**src/hdl/nlg_pkg.sv**
```systemverilog
// nlg_pkg: shared types and widths for the normal line generator
// no dependencies; imported by nlg_mul, nlg_div, nlg_sqrt and normal_line_generator_top
`default_nettype none
package nlg_pkg;

  // signed q16.16 coordinate
  typedef logic signed [31:0] q16_t;

  // shared multiplier operand width and product width
  localparam int unsigned MulW  = 32;
  localparam int unsigned ProdW = 2 * MulW;

  // iterative divider widths
  localparam int unsigned DivNumW = 48;
  localparam int unsigned DivDenW = 34;

  // square root radicand width and root width
  localparam int unsigned SqrtInW  = 64;
  localparam int unsigned SqrtOutW = SqrtInW / 2;

  // configuration register indexes
  localparam logic REG_SCALE = 1'b0;
  localparam logic REG_VNORM = 1'b1;

endpackage
`default_nettype wire

```
**src/hdl/nlg_mul.sv**
```systemverilog
// nlg_mul: shared unsigned multiplier with a registered product and sign tag
// depends on nlg_pkg
`default_nettype none
module nlg_mul import nlg_pkg::*; (
  input  logic             clk_i,
  input  logic [MulW-1:0]  a_i,
  input  logic [MulW-1:0]  b_i,
  input  logic             neg_i,
  output logic [ProdW-1:0] p_o,
  output logic             neg_o
);

  logic [ProdW-1:0] p_q;
  logic             neg_q;

  // one product per cycle, sign travels alongside
  always_ff @(posedge clk_i) begin
    p_q   <= a_i * b_i;
    neg_q <= neg_i;
  end

  assign p_o   = p_q;
  assign neg_o = neg_q;

endmodule
`default_nettype wire

```
**config.mk**
```make
export PLATFORM = sky130hd
export DESIGN_NAME = nlg_mul
export DESIGN_NICKNAME = d
export VERILOG_FILES = /design/src/hdl/nlg_pkg.sv /design/src/hdl/nlg_mul.sv
export SDC_FILE = /design/constraint.sdc
export NUM_CORES = 2
export LEC_CHECK = 0
export BUFFER_PORTS_ARGS = -buffer_cell sky130_fd_sc_hd__buf_2
export CORE_MARGIN = 2
export CORE_UTILIZATION = 45
export CTS_CLUSTER_SIZE = 20
export DETAILED_ROUTE_END_ITERATION = 16
export PLACE_DENSITY_LB_ADDON = 0.1
export SYNTH_ARGS = -nofsm -noshare
export SYNTH_HDL_FRONTEND = slang
export SYNTH_SLANG_ARGS = --single-unit
```
**constraint.sdc**
```tcl
create_clock -name clk_i -period 19.4 [get_ports clk_i]
set_input_delay 2.91 -clock clk_i [delete_from_list [all_inputs] [get_ports clk_i]]
set_output_delay 2.91 -clock clk_i [all_outputs]
set_load 0.02 [all_outputs]
```
==> impl_metrics.json <==
{
  "cp_common_cell": "fa_1",
  "postRouteAntennaNets": 0,
  "ys_top_cells_by_area": "fa_1 52%, and2_1 11%, ha_1 9.5%",
  "outcome": "completed",
  "antenna_found_initial": 2,
  "core.rowCount": 101,
  "fin_crit_sh_pct": 54.9,
  "cp.buffers_inverters": 4,
  "synth.distinct_cells": 57,
  "path_cells": "buf_2 -> nand2_1 -> fa_1 -> inv_1 -> fa_1 -> fa_1 -> fa_1 -> fa_1 -> fa_1 -> fa_1 -> inv_1 -> fa_1 -> inv_1 -> ha_1 -> nand4_1 -> or4_1 -> or3_1 -> a31oi_1 -> a31o_2 -> a211oi_1 -> o21ai_1 -> xor2_1",
  "overflow": 0,
  "worstSetupPathDepth": 22,
  "synth-seq-cells": 65,
  "drt_pass1_iterations": 7,
  "yosys.area.top_type": "fa_1",
  "worst_ep_arrival_time_ns": 10.92,
  "netlist_instances": 3749,
  "vias": 24211,
  "slowest_delay_ns": 0.68,
  "dp_hpwl_mm": 76.9,
  "cts_htree_levels": 3,
  "cts_hold_buf": 0,
  "synthFlopType": "dfxtp_1",
  "hold_viol_final": 0,
  "ys_warn_count": 0,
  "synthAdderAreaFrac_pct": 61.2,
  "grt_pass1_wl_mm": 156,
  "crit_slowest_cell": "buf_2",
  "die_y_um": 282,
  "muxShareOfSynthArea_pct": 0.0288,
  "syn_area_per_cell_um2": 9.25,
  "synth-edff-count": 0,
  "async_flop_share_pct": 0,
  "cts_root_buffer": "clkbuf_16",
  "dieArea_mm2": 0.0793,
  "cts_setup_buffers": 0,
  "drc": 0,
  "initial_utilization_pct": 45.6,
  "synth_top_area_share_pct": 51.7,
  "syn_area_mm2": 0.0347,
  "crit_required_ns": 19.67,
  "startpoint_type": "primary input",
  "tightest_slew_ns": 0.919,
  "crit_family": "adder cells",
  "wl_per_cell_um": 20.7,
  "place_area_mm2": 0.0359,
  "drt_iter0_drc": 1095,
  "cts_buffers": 9,
  "cts.repair.resized": 0,
  "drv_cap": 0,
  "relSlewSlack_pct": 38.7,
  "synthXorXnorAreaFrac_pct": 1.51,
  "area_growth_pct": 4.21,
  "fin_area_mm2": 0.0362,
  "drive_above_1_share_pct": 4.69,
  "grt_usage_pct": 26.1,
  "synth_top_family_by_area": "adder cells",
  "fin_nets": 4906,
  "synth_compound_area_share_pct": 4.15,
  "core-area_mm2": 0.0761,
  "maxSlewViolCount": 0,
  "clock.fmax_mhz": 93.9,
  "wl_mm": 97.8,
  "ioPinCount": 131,
  "cp-end-kind": "flip-flop",
  "fin_crit_ns": 10.65,
  "cts_tree": "built",
  "whs_path_depth": 1,
  "setup-tns-final_ns": 0,
  "grt_pass1_vias": 26808,
  "postSynthNetCount": 4974,
  "gp_routability_congestion": 0.874,
  "grt_max_degree": 33,
  "via_per_inst": 5.13,
  "die_x_um": 282,
  "crit_type": "primary input to flip-flop",
  "io_buffers": 130,
  "yosysSeqAreaShare_pct": 3.75,
  "setup_viol": 0,
  "hp-class": "primary input to flip-flop",
  "cts.sinks": 65,
  "rsz0062_at_grt": "no",
  "synth-simple-area-share_pct": 17.6,
  "clk_path_buf_depth": 2,
  "crit_fanout": 32,
  "clk_pin_slew_ns": 0.06
}
-- routing by layer --
layer  vias up  routed length (um)  GRT usage (%)
met2       489               52800           48.5
li1      10701                   -              -
met4         0                3310           7.79
met3       140                3010           2.40
met5         -                   0              0
met1     12881               38700           32.2
-- placed cells by master (no fill, tap or decap), types with 3 or more instances in the layout --
master and count:
o31ai_4 3, inv_1 865, a21o_1 40, ha_1 263
or3_1 3, or4_1 3, xor2_1 25, nor2_1 20
a31oi_1 12, dfxtp_1 65, nor3_1 7, a221oi_4 3
a21boi_1 3, o221ai_1 3, a21oi_2 3, o21bai_1 10
clkbuf_16 9, a21oi_1 63, buf_2 130, a221o_1 4
nand3_1 10, xnor2_1 35, and2_1 602, and3_1 14
a211oi_1 3, o21ai_1 5, nand2_1 480, o21a_1 9
buf_4 11, or2_2 3, o21ai_0 21, nand4_1 23
and4_1 3, clkinv_4 3, fa_1 896
-- cell usage after synthesis (5+ instances only) --
cell type and instances:
xnor2_1 35, nor3_1 7, nand2_1 480, dfxtp_1 65, o21ai_0 21, a31oi_1 12, nor2_1 20, fa_1 896
and2_1 602, nand3_1 10, o21bai_1 10, clkbuf_1 213, o21a_1 9, a21oi_1 63, and3_1 14, buf_2 6
nand4_1 23, o21ai_1 5, xor2_1 25, inv_1 865, a21o_1 40, ha_1 263
-- worst paths after layout --
check / to / slack (ns) / from
min: neg_o / 2.67 / neg_i
max: p_o[62] / 8.75 / a_i[10]
-- flip-flops by register name (all words and copies together), names as in the netlist --
register  count
neg_o         1
p_o          64
-- per-stage QoR --
stage	setup slack (ns)	hold WS (ns)	util (%)	instances
6_report	8.75	2.67	47.5	4716
5_1_grt	8.42	2.65	47.5	4715
4_1_cts	8.85	2.65	47.5	4715
3_5_place_dp	8.51	3.01	47.2	4700
3_3_place_gp	8.60	3.01	47.2	4700
2_1_floorplan	9.74	2.94	-	3749
-- kinds of logic after synthesis --
family | Yosys count
simple gates | 1177
fa+ha+maj | 1159
buf+inv | 1085
compound gates | 202
flops | 65
xor+xnor | 60
mux | 1
-- layout make-up --
class                           count  area [um^2]
Fill cell                        7481        39900
Sequential cell                    65         1300
Clock buffer                        9          225
Antenna cell                        1         2.50
Clock inverter                      6         45.0
Tap cell                         1030         1290
Timing Repair Buffer              141          733
Inverter                          865         3250
Multi-Input combinational cell   2599        29300
Power is left out: the tool's default activity adds up to more than one toggle a clock period on the data nets, which glitch-free logic cannot reach.
