<file path="src/hdl/nlg_pkg.sv">
// nlg_pkg: shared types and widths for the normal line generator
// no dependencies; imported by nlg_mul, nlg_div, nlg_sqrt and normal_line_generator_top
`default_nettype none
package nlg_pkg;

  // signed q16.16 coordinate
  typedef logic signed [31:0] q16_t;

  // shared multiplier operand width and product width
  localparam int unsigned MulW  = 32;
  localparam int unsigned ProdW = 2 * MulW;

  // iterative divider widths
  localparam int unsigned DivNumW = 48;
  localparam int unsigned DivDenW = 34;

  // square root radicand width and root width
  localparam int unsigned SqrtInW  = 64;
  localparam int unsigned SqrtOutW = SqrtInW / 2;

  // configuration register indexes
  localparam logic REG_SCALE = 1'b0;
  localparam logic REG_VNORM = 1'b1;

endpackage
`default_nettype wire

</file>
<file path="src/hdl/nlg_div.sv">
// nlg_div: restoring divider, one quotient bit per cycle
// depends on nlg_pkg
`default_nettype none
module nlg_div import nlg_pkg::*; (
  input  logic               clk_i,
  input  logic               rst_ni,
  input  logic               start_i,
  input  logic [DivNumW-1:0] num_i,
  input  logic [DivDenW-1:0] den_i,
  output logic [DivNumW-1:0] quo_o,
  output logic               done_o
);

  localparam int unsigned CntW = $clog2(DivNumW);

  logic [DivNumW-1:0] num_q, quo_q;
  logic [DivDenW-1:0] den_q;
  logic [DivDenW:0]   rem_q;
  logic [CntW-1:0]    cnt_q;
  logic               busy_q, done_q;
  logic [DivDenW:0]   rem2;
  logic               fits;

  // trial subtract of the shifted remainder
  always_comb begin
    rem2 = {rem_q[DivDenW-1:0], num_q[DivNumW-1]};
    fits = (rem2 >= {1'b0, den_q});
  end

  always_ff @(posedge clk_i or negedge rst_ni) begin
    if (!rst_ni) begin
      busy_q <= 1'b0;
      done_q <= 1'b0;
      cnt_q  <= '0;
    end else begin
      done_q <= 1'b0;
      if (start_i) begin
        busy_q <= 1'b1;
        cnt_q  <= '0;
        num_q  <= num_i;
        den_q  <= den_i;
        rem_q  <= '0;
        quo_q  <= '0;
      end else if (busy_q) begin
        rem_q <= fits ? (rem2 - {1'b0, den_q}) : rem2;
        quo_q <= {quo_q[DivNumW-2:0], fits};
        num_q <= {num_q[DivNumW-2:0], 1'b0};
        cnt_q <= cnt_q + 1'b1;
        if (cnt_q == CntW'(DivNumW - 1)) begin
          busy_q <= 1'b0;
          done_q <= 1'b1;
        end
      end
    end
  end

  assign quo_o  = quo_q;
  assign done_o = done_q;

endmodule
`default_nettype wire

</file>
<file path="config.mk">
export PLATFORM = sky130hd
export DESIGN_NAME = nlg_div
export DESIGN_NICKNAME = d
export VERILOG_FILES = /design/src/hdl/nlg_pkg.sv /design/src/hdl/nlg_div.sv
export SDC_FILE = /design/constraint.sdc
export NUM_CORES = 1
export LEC_CHECK = 0
export BUFFER_PORTS_ARGS = -buffer_cell sky130_fd_sc_hd__clkbuf_2
export CAP_MARGIN = 20
export CORE_MARGIN = 5
export CORE_UTILIZATION = 57
export DETAILED_ROUTE_END_ITERATION = 7
export GPL_TIMING_DRIVEN = 0
export PLACE_DENSITY = 0.76
export SLEW_MARGIN = 20
export SYNTH_ARGS = -nofsm -noshare
export SYNTH_HDL_FRONTEND = slang
export SYNTH_SLANG_ARGS = --single-unit
</file>
<file path="constraint.sdc">
create_clock -name clk_i -period 9.25 [get_ports clk_i]
set_input_delay 1.3875 -clock clk_i [delete_from_list [all_inputs] [get_ports clk_i]]
set_output_delay 1.3875 -clock clk_i [all_outputs]
set_load 0.02 [all_outputs]
</file>
==> results.py <==
metrics = {
    "place": {
        "place_hpwl_um": 14900,
        "gp_congestion": 0.960,
        "numPortBuffers": 132,
        "postPlaceCellArea_sq_mm": 0.0103,
        "place_ws_ns": 5.67,
    },
    "final_layout": {
        "final_util_pct": 68.5,
        "final_nets": 1083,
        "fill_cells": 1242,
        "antenna_cells": 0,
        "mostFrequentLayoutCell": "edfxtp_1",
        "multiInputGateArea_sq_mm": 0.00384,
        "final_cell_mix": "164 x edfxtp_1, 133 x clkbuf_2, 99 x nor2_1, 72 x nand2_1, 49 x mux2i_1",
        "area_growth_pct": 17.4,
        "final_area_sq_mm": 0.0109,
        "drive_above_1_share_pct": 23.7,
        "regArea_sq_mm": 0.00512,
    },
    "critical_path": {
        "r2r_slack_ns": 5.86,
        "critPathRequiredTime_ns": 9.42,
        "worstSetupStartpointType": "flop",
        "critPathCaptureType": "flop",
        "path_max_fanout": 7,
        "path_class": "flop to flop",
        "crit_arrival_ns": 3.56,
    },
    "global_route": {
        "grt_pass1_vias": 6801,
        "grt_max_degree": 74,
        "grt_usage_pct": 22.7,
        "grt_pass1_wl_um": 33700,
        "overflow": 0,
        "antenna_found_initial": 0,
    },
    "floorplanning": {
        "core_region_area_sq_mm": 0.0159,
        "die-area_sq_mm": 0.0190,
        "die_w_um": 138,
        "die_h_um": 138,
        "start_util_pct": 58.3,
        "ios": 134,
        "row_count": 46,
    },
    "drt": {
        "wire_per_inst_um": 17.6,
        "routed_via_density": 5.75,
        "firstDrtPassIters": 5,
        "wl_um": 21000,
        "drt_iter0_drc": 507,
        "antenna_left": 0,
        "remaining_drc_errors": 0,
        "vias": 6849,
    },
    "clock_tree": {
        "postCtsSetupRepairBufs": 0,
        "clkTransAtPathRegs_ns": 0.07,
        "cts_made_buffers": 17,
        "postCtsResizedCells": 0,
        "tritoncts": "built",
        "clk_path_buf_depth": 2,
        "cts_hold_buf": 0,
        "cts-root-buf": "clkbuf_16",
        "ctsHtreeMaxLevel": 4,
        "clock-sinks": 172,
        "insertion_delay_ns": 0.43,
    },
    "run": {
        "cap_violations": 0,
    },
    "sta": {
        "hold_viol": 0,
        "finalSetupViolCount": 0,
        "tns_ns": 0,
        "post-route-period-util_pct": 36.7,
        "max_clock_freq_ghz": 0.295,
        "worst_pin_slew_ns": 0.733,
        "setup_ws_ns": 5.86,
        "fin_crit_ns": 3.39,
        "grt_setup_unrepaired": "false",
        "slew_headroom_pct": 51.0,
        "drv_slew": 0,
        "finalClockSkew_ns": 0.0108,
    },
    "synth": {
        "synthCells": 808,
        "avgSynthCellArea_sq_um": 11.5,
        "seq_area_frac_synth_pct": 55.1,
        "ys_types": 54,
        "postSynthRegisterBits": 172,
        "synth_enable_flop_cells": 164,
        "yosysWarnings": 0,
        "async_flop_share_pct": 4.65,
        "syn_nets": 929,
        "syn_area_sq_mm": 0.00930,
        "synth-main-ff-cell": "edfxtp_1",
    },
    "power": {
        "power_density_mw_per_mm2": 213,
        "leakagePower_nw": 4.73,
        "ir_worst_vdd_uv": 147,
    },
    "worst_hold_path": {
        "hp-class": "flop to flop",
    },
    "outcome": {
        "status": "finished clean",
    },
}
==> power by group <==
group / leakage, nW / internal (mW) / switching [mW]
Combinational: 2.71 / 0.246 / 0.362
Clock: 0.290 / 0.404 / 0.317
Sequential: 1.73 / 0.947 / 0.0465
==> registers in the layout, summed over array words and instances, names as in the netlist <==
signal and flops:
cnt_q 6, rem_q 34, done_o 1, busy_q 1, quo_o 48, den_q 34, num_q 48
==> worst max-delay path, cell delays in order, from the launching register on <==
cell	delay, ns
edfxtp_1	0.45
ha_1	0.30
clkbuf_2	0.16
and4_1	0.26
and4_1	0.24
a221oi_1	0.35
o21ai_0	0.27
a221oi_1	0.62
o31a_1	0.23
xor2_1	0.16
o211ai_1	0.09
==> per-layer routing <==
metal	GRT usage [%]	up-vias	share of wire, %
met3	5.73	33	7.6
met1	30.9	3265	44
met4	7.19	0	1.8
met2	36.2	247	47
li1	-	3304	-
met5	0	-	0
==> stage by stage <==
stage               hold WS (ns)  total power, mW  std cells
floorplan                  0.513             1.44        808
global placement           0.527             1.59       1156
detailed placement         0.533             1.60       1159
CTS                        0.557             2.32       1191
global route               0.571             2.44       1191
finish                     0.552             2.32       1191
==> logic make-up after synthesis <==
kind of cell	count (synthesis)	synth area share, %
simple gates	223	10.4
flops	172	55.1
compound gates	161	11.8
mux	96	11.0
buf+inv	86	3.62
fa+ha+maj	36	4.93
xor+xnor	34	3.20
==> cell usage after synthesis, types with 7 or more instances <==
library cell / instances / area share (%)
dfrtp_1: 8 / 2.2
buf_2: 9 / 0.48
ha_1: 35 / 4.7
edfxtp_1: 164 / 53
xor2_1: 13 / 1.2
o21ai_0: 31 / 1.7
a311oi_1: 20 / 1.9
a21oi_1: 38 / 2.0
a211oi_1: 10 / 0.81
clkbuf_1: 27 / 1.1
mux2_2: 47 / 5.7
nand3_1: 13 / 0.70
nand4_1: 7 / 0.47
xnor2_1: 21 / 2.0
inv_1: 41 / 1.7
o211ai_1: 11 / 0.89
nor2_1: 99 / 4.0
nand2_1: 72 / 2.9
buf_1: 7 / 0.28
a21o_1: 14 / 1.1
mux2i_1: 49 / 5.3
==> layout make-up <==
cell class              instances  share of cell area, %
repair buffers                135                   6.89
flip-flops and latches        172                   47.0
clock buffers                  17                   3.90
inverters                      41                   1.41
clock inverters                15                   1.48
well taps                     216                   2.48
multi-input cells             550                   35.2
plain buffers                  45                   1.67
==> path summary, 6_finish.rpt <==
| check | startpoint | endpoint | depth (start not counted) |
|---|---|---|---|
| min | num_q[37]$_DFFE_PP_ | num_q[38]$_DFFE_PP_ | 1 |
| max reg2reg | rem_q[18]$_SDFFCE_PP0P_ | rem_q[29]$_SDFFCE_PP0P_ | 10 |
| max | rem_q[18]$_SDFFCE_PP0P_ | rem_q[29]$_SDFFCE_PP0P_ | 10 |
| min in group asynchronous | rst_ni | done_o$_DFF_PN0_ | 1 |
| min reg2reg | num_q[37]$_DFFE_PP_ | num_q[38]$_DFFE_PP_ | 1 |
| max in group asynchronous | rst_ni | cnt_q[4]$_DFFE_PN0N_ | 2 |
No activity file was read; power rests on OpenSTA's default activity.
