===== config.mk =====
export PLATFORM = sky130hd
export DESIGN_NAME = nlg_sqrt
export DESIGN_NICKNAME = d
export VERILOG_FILES = /design/src/hdl/nlg_pkg.sv /design/src/hdl/nlg_sqrt.sv
export SDC_FILE = /design/constraint.sdc
export NUM_CORES = 1
export LEC_CHECK = 0
export ABC_AREA = 1
export BUFFER_PORTS_ARGS = -buffer_cell sky130_fd_sc_hd__buf_4
export CAP_MARGIN = 40
export CORE_MARGIN = 4
export CORE_UTILIZATION = 50
export CTS_CLUSTER_DIAMETER = 100
export DETAILED_ROUTE_END_ITERATION = 10
export GPL_TIMING_DRIVEN = 0
export HOLD_SLACK_MARGIN = 0.12
export PLACE_DENSITY = 0.75
export SLEW_MARGIN = 20
export SYNTH_ARGS = -nofsm -noshare
export SYNTH_HDL_FRONTEND = slang
export SYNTH_SLANG_ARGS = --single-unit

===== constraint.sdc =====
create_clock -name clk_i -period 4.2 [get_ports clk_i]
set_input_delay 0 -clock clk_i [delete_from_list [all_inputs] [get_ports clk_i]]
set_output_delay 0 -clock clk_i [all_outputs]
set_load 0.05 [all_outputs]

===== src/hdl/nlg_pkg.sv =====
// nlg_pkg: shared types and widths for the normal line generator
// no dependencies; imported by nlg_mul, nlg_div, nlg_sqrt and normal_line_generator_top
`default_nettype none
package nlg_pkg;

  // signed q16.16 coordinate
  typedef logic signed [31:0] q16_t;

  // shared multiplier operand width and product width
  localparam int unsigned MulW  = 32;
  localparam int unsigned ProdW = 2 * MulW;

  // iterative divider widths
  localparam int unsigned DivNumW = 48;
  localparam int unsigned DivDenW = 34;

  // square root radicand width and root width
  localparam int unsigned SqrtInW  = 64;
  localparam int unsigned SqrtOutW = SqrtInW / 2;

  // configuration register indexes
  localparam logic REG_SCALE = 1'b0;
  localparam logic REG_VNORM = 1'b1;

endpackage
`default_nettype wire


===== src/hdl/nlg_sqrt.sv =====
// nlg_sqrt: integer square root, one root bit per cycle
// depends on nlg_pkg
`default_nettype none
module nlg_sqrt import nlg_pkg::*; (
  input  logic                clk_i,
  input  logic                rst_ni,
  input  logic                start_i,
  input  logic [SqrtInW-1:0]  rad_i,
  output logic [SqrtOutW-1:0] root_o,
  output logic                done_o
);

  localparam int unsigned CntW = $clog2(SqrtOutW);
  localparam int unsigned RemW = SqrtOutW + 3;

  logic [SqrtInW-1:0]  x_q;
  logic [SqrtOutW-1:0] root_q;
  logic [RemW-1:0]     rem_q;
  logic [CntW-1:0]     cnt_q;
  logic                busy_q, done_q;
  logic [RemW-1:0]     rem2, trial;
  logic                fits;

  // bring down two radicand bits and try root*4+1
  always_comb begin
    rem2  = {rem_q[RemW-3:0], x_q[SqrtInW-1 -: 2]};
    trial = {1'b0, root_q, 2'b01};
    fits  = (rem2 >= trial);
  end

  always_ff @(posedge clk_i or negedge rst_ni) begin
    if (!rst_ni) begin
      busy_q <= 1'b0;
      done_q <= 1'b0;
      cnt_q  <= '0;
    end else begin
      done_q <= 1'b0;
      if (start_i) begin
        busy_q <= 1'b1;
        cnt_q  <= '0;
        x_q    <= rad_i;
        rem_q  <= '0;
        root_q <= '0;
      end else if (busy_q) begin
        rem_q  <= fits ? (rem2 - trial) : rem2;
        root_q <= {root_q[SqrtOutW-2:0], fits};
        x_q    <= {x_q[SqrtInW-3:0], 2'b00};
        cnt_q  <= cnt_q + 1'b1;
        if (cnt_q == CntW'(SqrtOutW - 1)) begin
          busy_q <= 1'b0;
          done_q <= 1'b1;
        end
      end
    end
  end

  assign root_o = root_q;
  assign done_o = done_q;

endmodule
`default_nettype wire


==> results list <==
- The worst setup path is captured at a flip-flop.
* Number of global-route vias before repair: 8,454
- The H-tree generated during clock tree synthesis spans 4 levels.
- Fin Clk Skew: 0.00967 ns
* Wire length per cell: 16.4 µm
- In this run the tightest slew margin relative to its limit is 0.546.
- Post-Synthesis Cell Area: 0.00882 mm²
* Net switching share of the total power: 0.367
- CP required: 4.39 ns
* Net total in the final layout: 1,459
- The routed layout has 8,540 vias.
* Total congestion overflow: 0
- Minimum clock period after layout: 2.70 ns
- The initial utilization of the core area, before any placement, comes to 0.510.
- Placer's final routability congestion estimate: 0.971
- Data on the critical path arrives at its endpoint at 2.89 ns.
* Ys Warns: 0
- Area of placed instances: 0.00992 mm²
- Clock-pin slew was measured on the worst setup and hold paths at 0.07 ns.
* Ratio of final minimum period to clock period: 0.643
- The die covers 0.0198 mm².
- Of the synthesized area, sequential elements account for 0.459.
- For this run, the leading register cell type out of synthesis is sky130_fd_sc_hd__edfxtp_1.
- The flow ran to the end, and the final reports show no timing, DRC or antenna violations.
- The initial antenna violation count came to 0.
- Number of enable flip-flop cells after synthesis: 129
- Least setup slack across all paths after layout: 1.50 ns
* Number of I/O port buffers: 99
- The repair_antennas step left the layout with diodes totalling 0.
* Slew Limit Fails: 0
- Number of distinct library cells after synthesis: 40
* Share of synthesized registers carrying an async set or reset: 0.0515
* Gate count of the mapped netlist: 1,168
* Largest net degree at the start of global routing: 39
* Maximum buffer depth of the clock tree: 2
* Share of total power in combinational logic: 0.305
- The first global-routing pass estimated 42.5 mm of wire.
- For this block, the routed nets add up to 26.1 mm of wire.
- Once detailed placement completed, the half-perimeter wirelength came to 17.7 mm.
* Max rail drop VDD: 0.319 mV
* Final standard cell count with taps included and fillers excluded: 1,594
- Chip Width: 141 µm
- After synthesis, the mean cell area works out to 7.55 µm².
- For this design the top-level I/O count stands at 100.
- From synthesis to final layout, the design area changed by 26.8%.
- Worst hold slack: 0.383 ns
- Flop and latch count out of synthesis: 136
- Setup violations remaining at the end of the flow were counted as 0.
- The clock drives 136 sinks.
- Standard cell core area: 0.0173 mm²
- Number of iterations in the first detailed-routing pass: 5
* Tot Pwr: 4.67 mW
- Share of the core filled with cells in the final layout: 0.646
* Actual transition at the worst max-transition pin: 0.680 ns
* Part of the total power dissipated in sequential elements: 0.368
- At the later pin of the worst-skew pair, clock insertion delay measures 0.43 ns.
* Timing-limited maximum frequency: 0.370 GHz
- Clock tree synthesis selected as its root buffer the cell sky130_fd_sc_hd__clkbuf_16.
- Counting the buffers created by CTS gives 17.
- The internal portion of the total power is 2.95 mW.
* Number of hold-slack violations in the final timing report: 0
- STA classifies the critical path startpoint as a flip-flop.
- Ratio of cells with drive above 1 in the final layout: 0.130
- In the routed layout, each cell is associated on average with a via count of 5.36.
* Count of unresolved DRC violations after routing: 0
* Violation count after the first detailed-routing iteration: 767
* Max Cap Violations: 0
- Row generation in the floorplan step produced 48 rows.
* Dpl ws: 1.59 ns
- Total power density per cell area: 418 mW/mm²
- After routing the design area is 0.0112 mm².
- Summed over all nets, the switching power comes to 1.71 mW.
- Of the total power, the clock network draws 0.328.
- RSZ-0062 raised after global routing: no
* Total routing resource utilization after global routing: 0.269
* Buffers inserted by post-CTS timing repair: 0
- The detail route stage leaves a number of antenna-violating nets equal to 0.
- Chip Height: 141 µm
- Setup CP Type: flip-flop to flip-flop
- Total nets after synthesis: 1,271
* Worst min-delay path class: input pin to flip-flop
- Static leakage: 5.58 nW
- Worst Path Max Fanout: 10
* Instance count after placement with tap cells included: 1,495
- Total negative slack: 0 ns
- CTS tree: done
-- layer usage --
| layer | routed length, µm | global-route usage |
|---|---|---|
| met1 | 10800 | 0.354 |
| met2 | 12100 | 0.434 |
| met3 | 2140 | 0.0529 |
| met4 | 1040 | 0.117 |
| met5 | 0 | 0 |
-- logic make-up (layout without fill, tap and decap cells) --
| logic type | Yosys count | after routing | share of synthesized area |
|---|---|---|---|
| AOI/OAI and AO/OA | 92 | 92 | 0.0613 |
| xor gates and xnor gates | 9 | 9 | 0.00894 |
| adders and majority gates | 36 | 36 | 0.0511 |
| buffers and inverters | 201 | 402 | 0.0900 |
| DFF | 136 | 136 | 0.459 |
| and+or+nand+nor | 694 | 694 | 0.330 |
-- synth_stat cells, types with 3 or more instances --
master	count	area [µm²]
sky130_fd_sc_hd__a21oi_1	27	135
sky130_fd_sc_hd__buf_1	5	18.8
sky130_fd_sc_hd__buf_2	4	20.0
sky130_fd_sc_hd__clkbuf_1	24	90.1
sky130_fd_sc_hd__dfrtp_1	7	175
sky130_fd_sc_hd__edfxtp_1	129	3870
sky130_fd_sc_hd__ha_1	36	450
sky130_fd_sc_hd__inv_1	153	574
sky130_fd_sc_hd__inv_2	10	37.5
sky130_fd_sc_hd__nand2_1	475	1780
sky130_fd_sc_hd__nand2_2	8	50.1
sky130_fd_sc_hd__nand3_1	78	390
sky130_fd_sc_hd__nand4_1	30	188
sky130_fd_sc_hd__nor2_1	77	289
sky130_fd_sc_hd__nor2_2	8	50.1
sky130_fd_sc_hd__nor3_1	6	30.0
sky130_fd_sc_hd__o21ai_0	16	80.1
sky130_fd_sc_hd__o21ai_1	3	15.0
sky130_fd_sc_hd__o21bai_1	7	52.6
sky130_fd_sc_hd__o22ai_1	31	194
sky130_fd_sc_hd__xor2_1	8	70.1
-- sequential cells by signal (all words and copies together) (netlist names) --
register,cells
x_q,64
root_o,32
rem_q,33
done_o,1
cnt_q,5
busy_q,1
-- timing repair --
action	4_1_cts	5_1_grt
gates resized for setup	0	0
hold buffers	67	0
endpoints found under the hold margin	102	0
-- cell type report --
class / count / area [µm²]
fill: 1442 / 6110
sequential: 136 / 4050
multi-input combinational: 831 / 3980
timing repair buffer: 169 / 1480
inverter: 163 / 612
clock buffer: 17 / 425
tap: 225 / 282
buffer: 38 / 181
clock inverter: 15 / 169
-- cells in the final DEF (no fill, tap or decap), types with 7 or more instances in the layout --
master and instances:
sky130_fd_sc_hd__a21oi_1 27, sky130_fd_sc_hd__buf_4 101, sky130_fd_sc_hd__clkbuf_1 24, sky130_fd_sc_hd__clkbuf_16 17, sky130_fd_sc_hd__dfrtp_1 7, sky130_fd_sc_hd__dlygate4sd3_1 67
sky130_fd_sc_hd__edfxtp_1 129, sky130_fd_sc_hd__ha_1 36, sky130_fd_sc_hd__inv_1 153, sky130_fd_sc_hd__inv_2 10, sky130_fd_sc_hd__inv_6 8, sky130_fd_sc_hd__nand2_1 475
sky130_fd_sc_hd__nand2_2 8, sky130_fd_sc_hd__nand3_1 78, sky130_fd_sc_hd__nand4_1 30, sky130_fd_sc_hd__nor2_1 76, sky130_fd_sc_hd__nor2_2 8, sky130_fd_sc_hd__o21ai_0 16
sky130_fd_sc_hd__o21bai_1 7, sky130_fd_sc_hd__o22ai_1 31, sky130_fd_sc_hd__xor2_1 8
-- worst max-delay path, cell delays in order (launching register included) --
cell and delay [ns]:
sky130_fd_sc_hd__edfxtp_1 0.46, sky130_fd_sc_hd__ha_1 0.44, sky130_fd_sc_hd__nand2_1 0.20, sky130_fd_sc_hd__nor2_2 0.20, sky130_fd_sc_hd__inv_2 0.08, sky130_fd_sc_hd__nor2_2 0.18
sky130_fd_sc_hd__nand3_1 0.12, sky130_fd_sc_hd__nand2_2 0.09, sky130_fd_sc_hd__nor2_4 0.07, sky130_fd_sc_hd__nand2_8 0.12, sky130_fd_sc_hd__buf_6 0.17, sky130_fd_sc_hd__nand3_1 0.16
sky130_fd_sc_hd__nand3_1 0.12, sky130_fd_sc_hd__nand2_1 0.06
-- worst paths after layout --
path | from | endpoint | slack (ns) | depth (start not counted)
setup / recovery | rem_q[13] | rem_q[22] | 1.50 | 13
hold / removal | rad_i[49] | x_q[49] | 0.38 | 4
setup reg to reg | rem_q[13] | rem_q[22] | 1.50 | 13
hold reg to reg | cnt_q[3] | cnt_q[3] | 0.47 | 1
max in group asynchronous | rst_ni | busy_q | 3.01 | 3
min in group asynchronous | rst_ni | cnt_q[2] | 0.92 | 3
-- power groups by stage --
stage / clock network, mW / logic, mW / registers, mW
floorplan: 0 / 0.911 / 1.78
global placement: 0 / 1.31 / 1.74
detailed placement: 0 / 1.33 / 1.74
CTS: 1.53 / 1.40 / 1.71
global route: 1.60 / 1.60 / 1.73
finish: 1.53 / 1.42 / 1.72
Power figures use the tool's default switching activity.
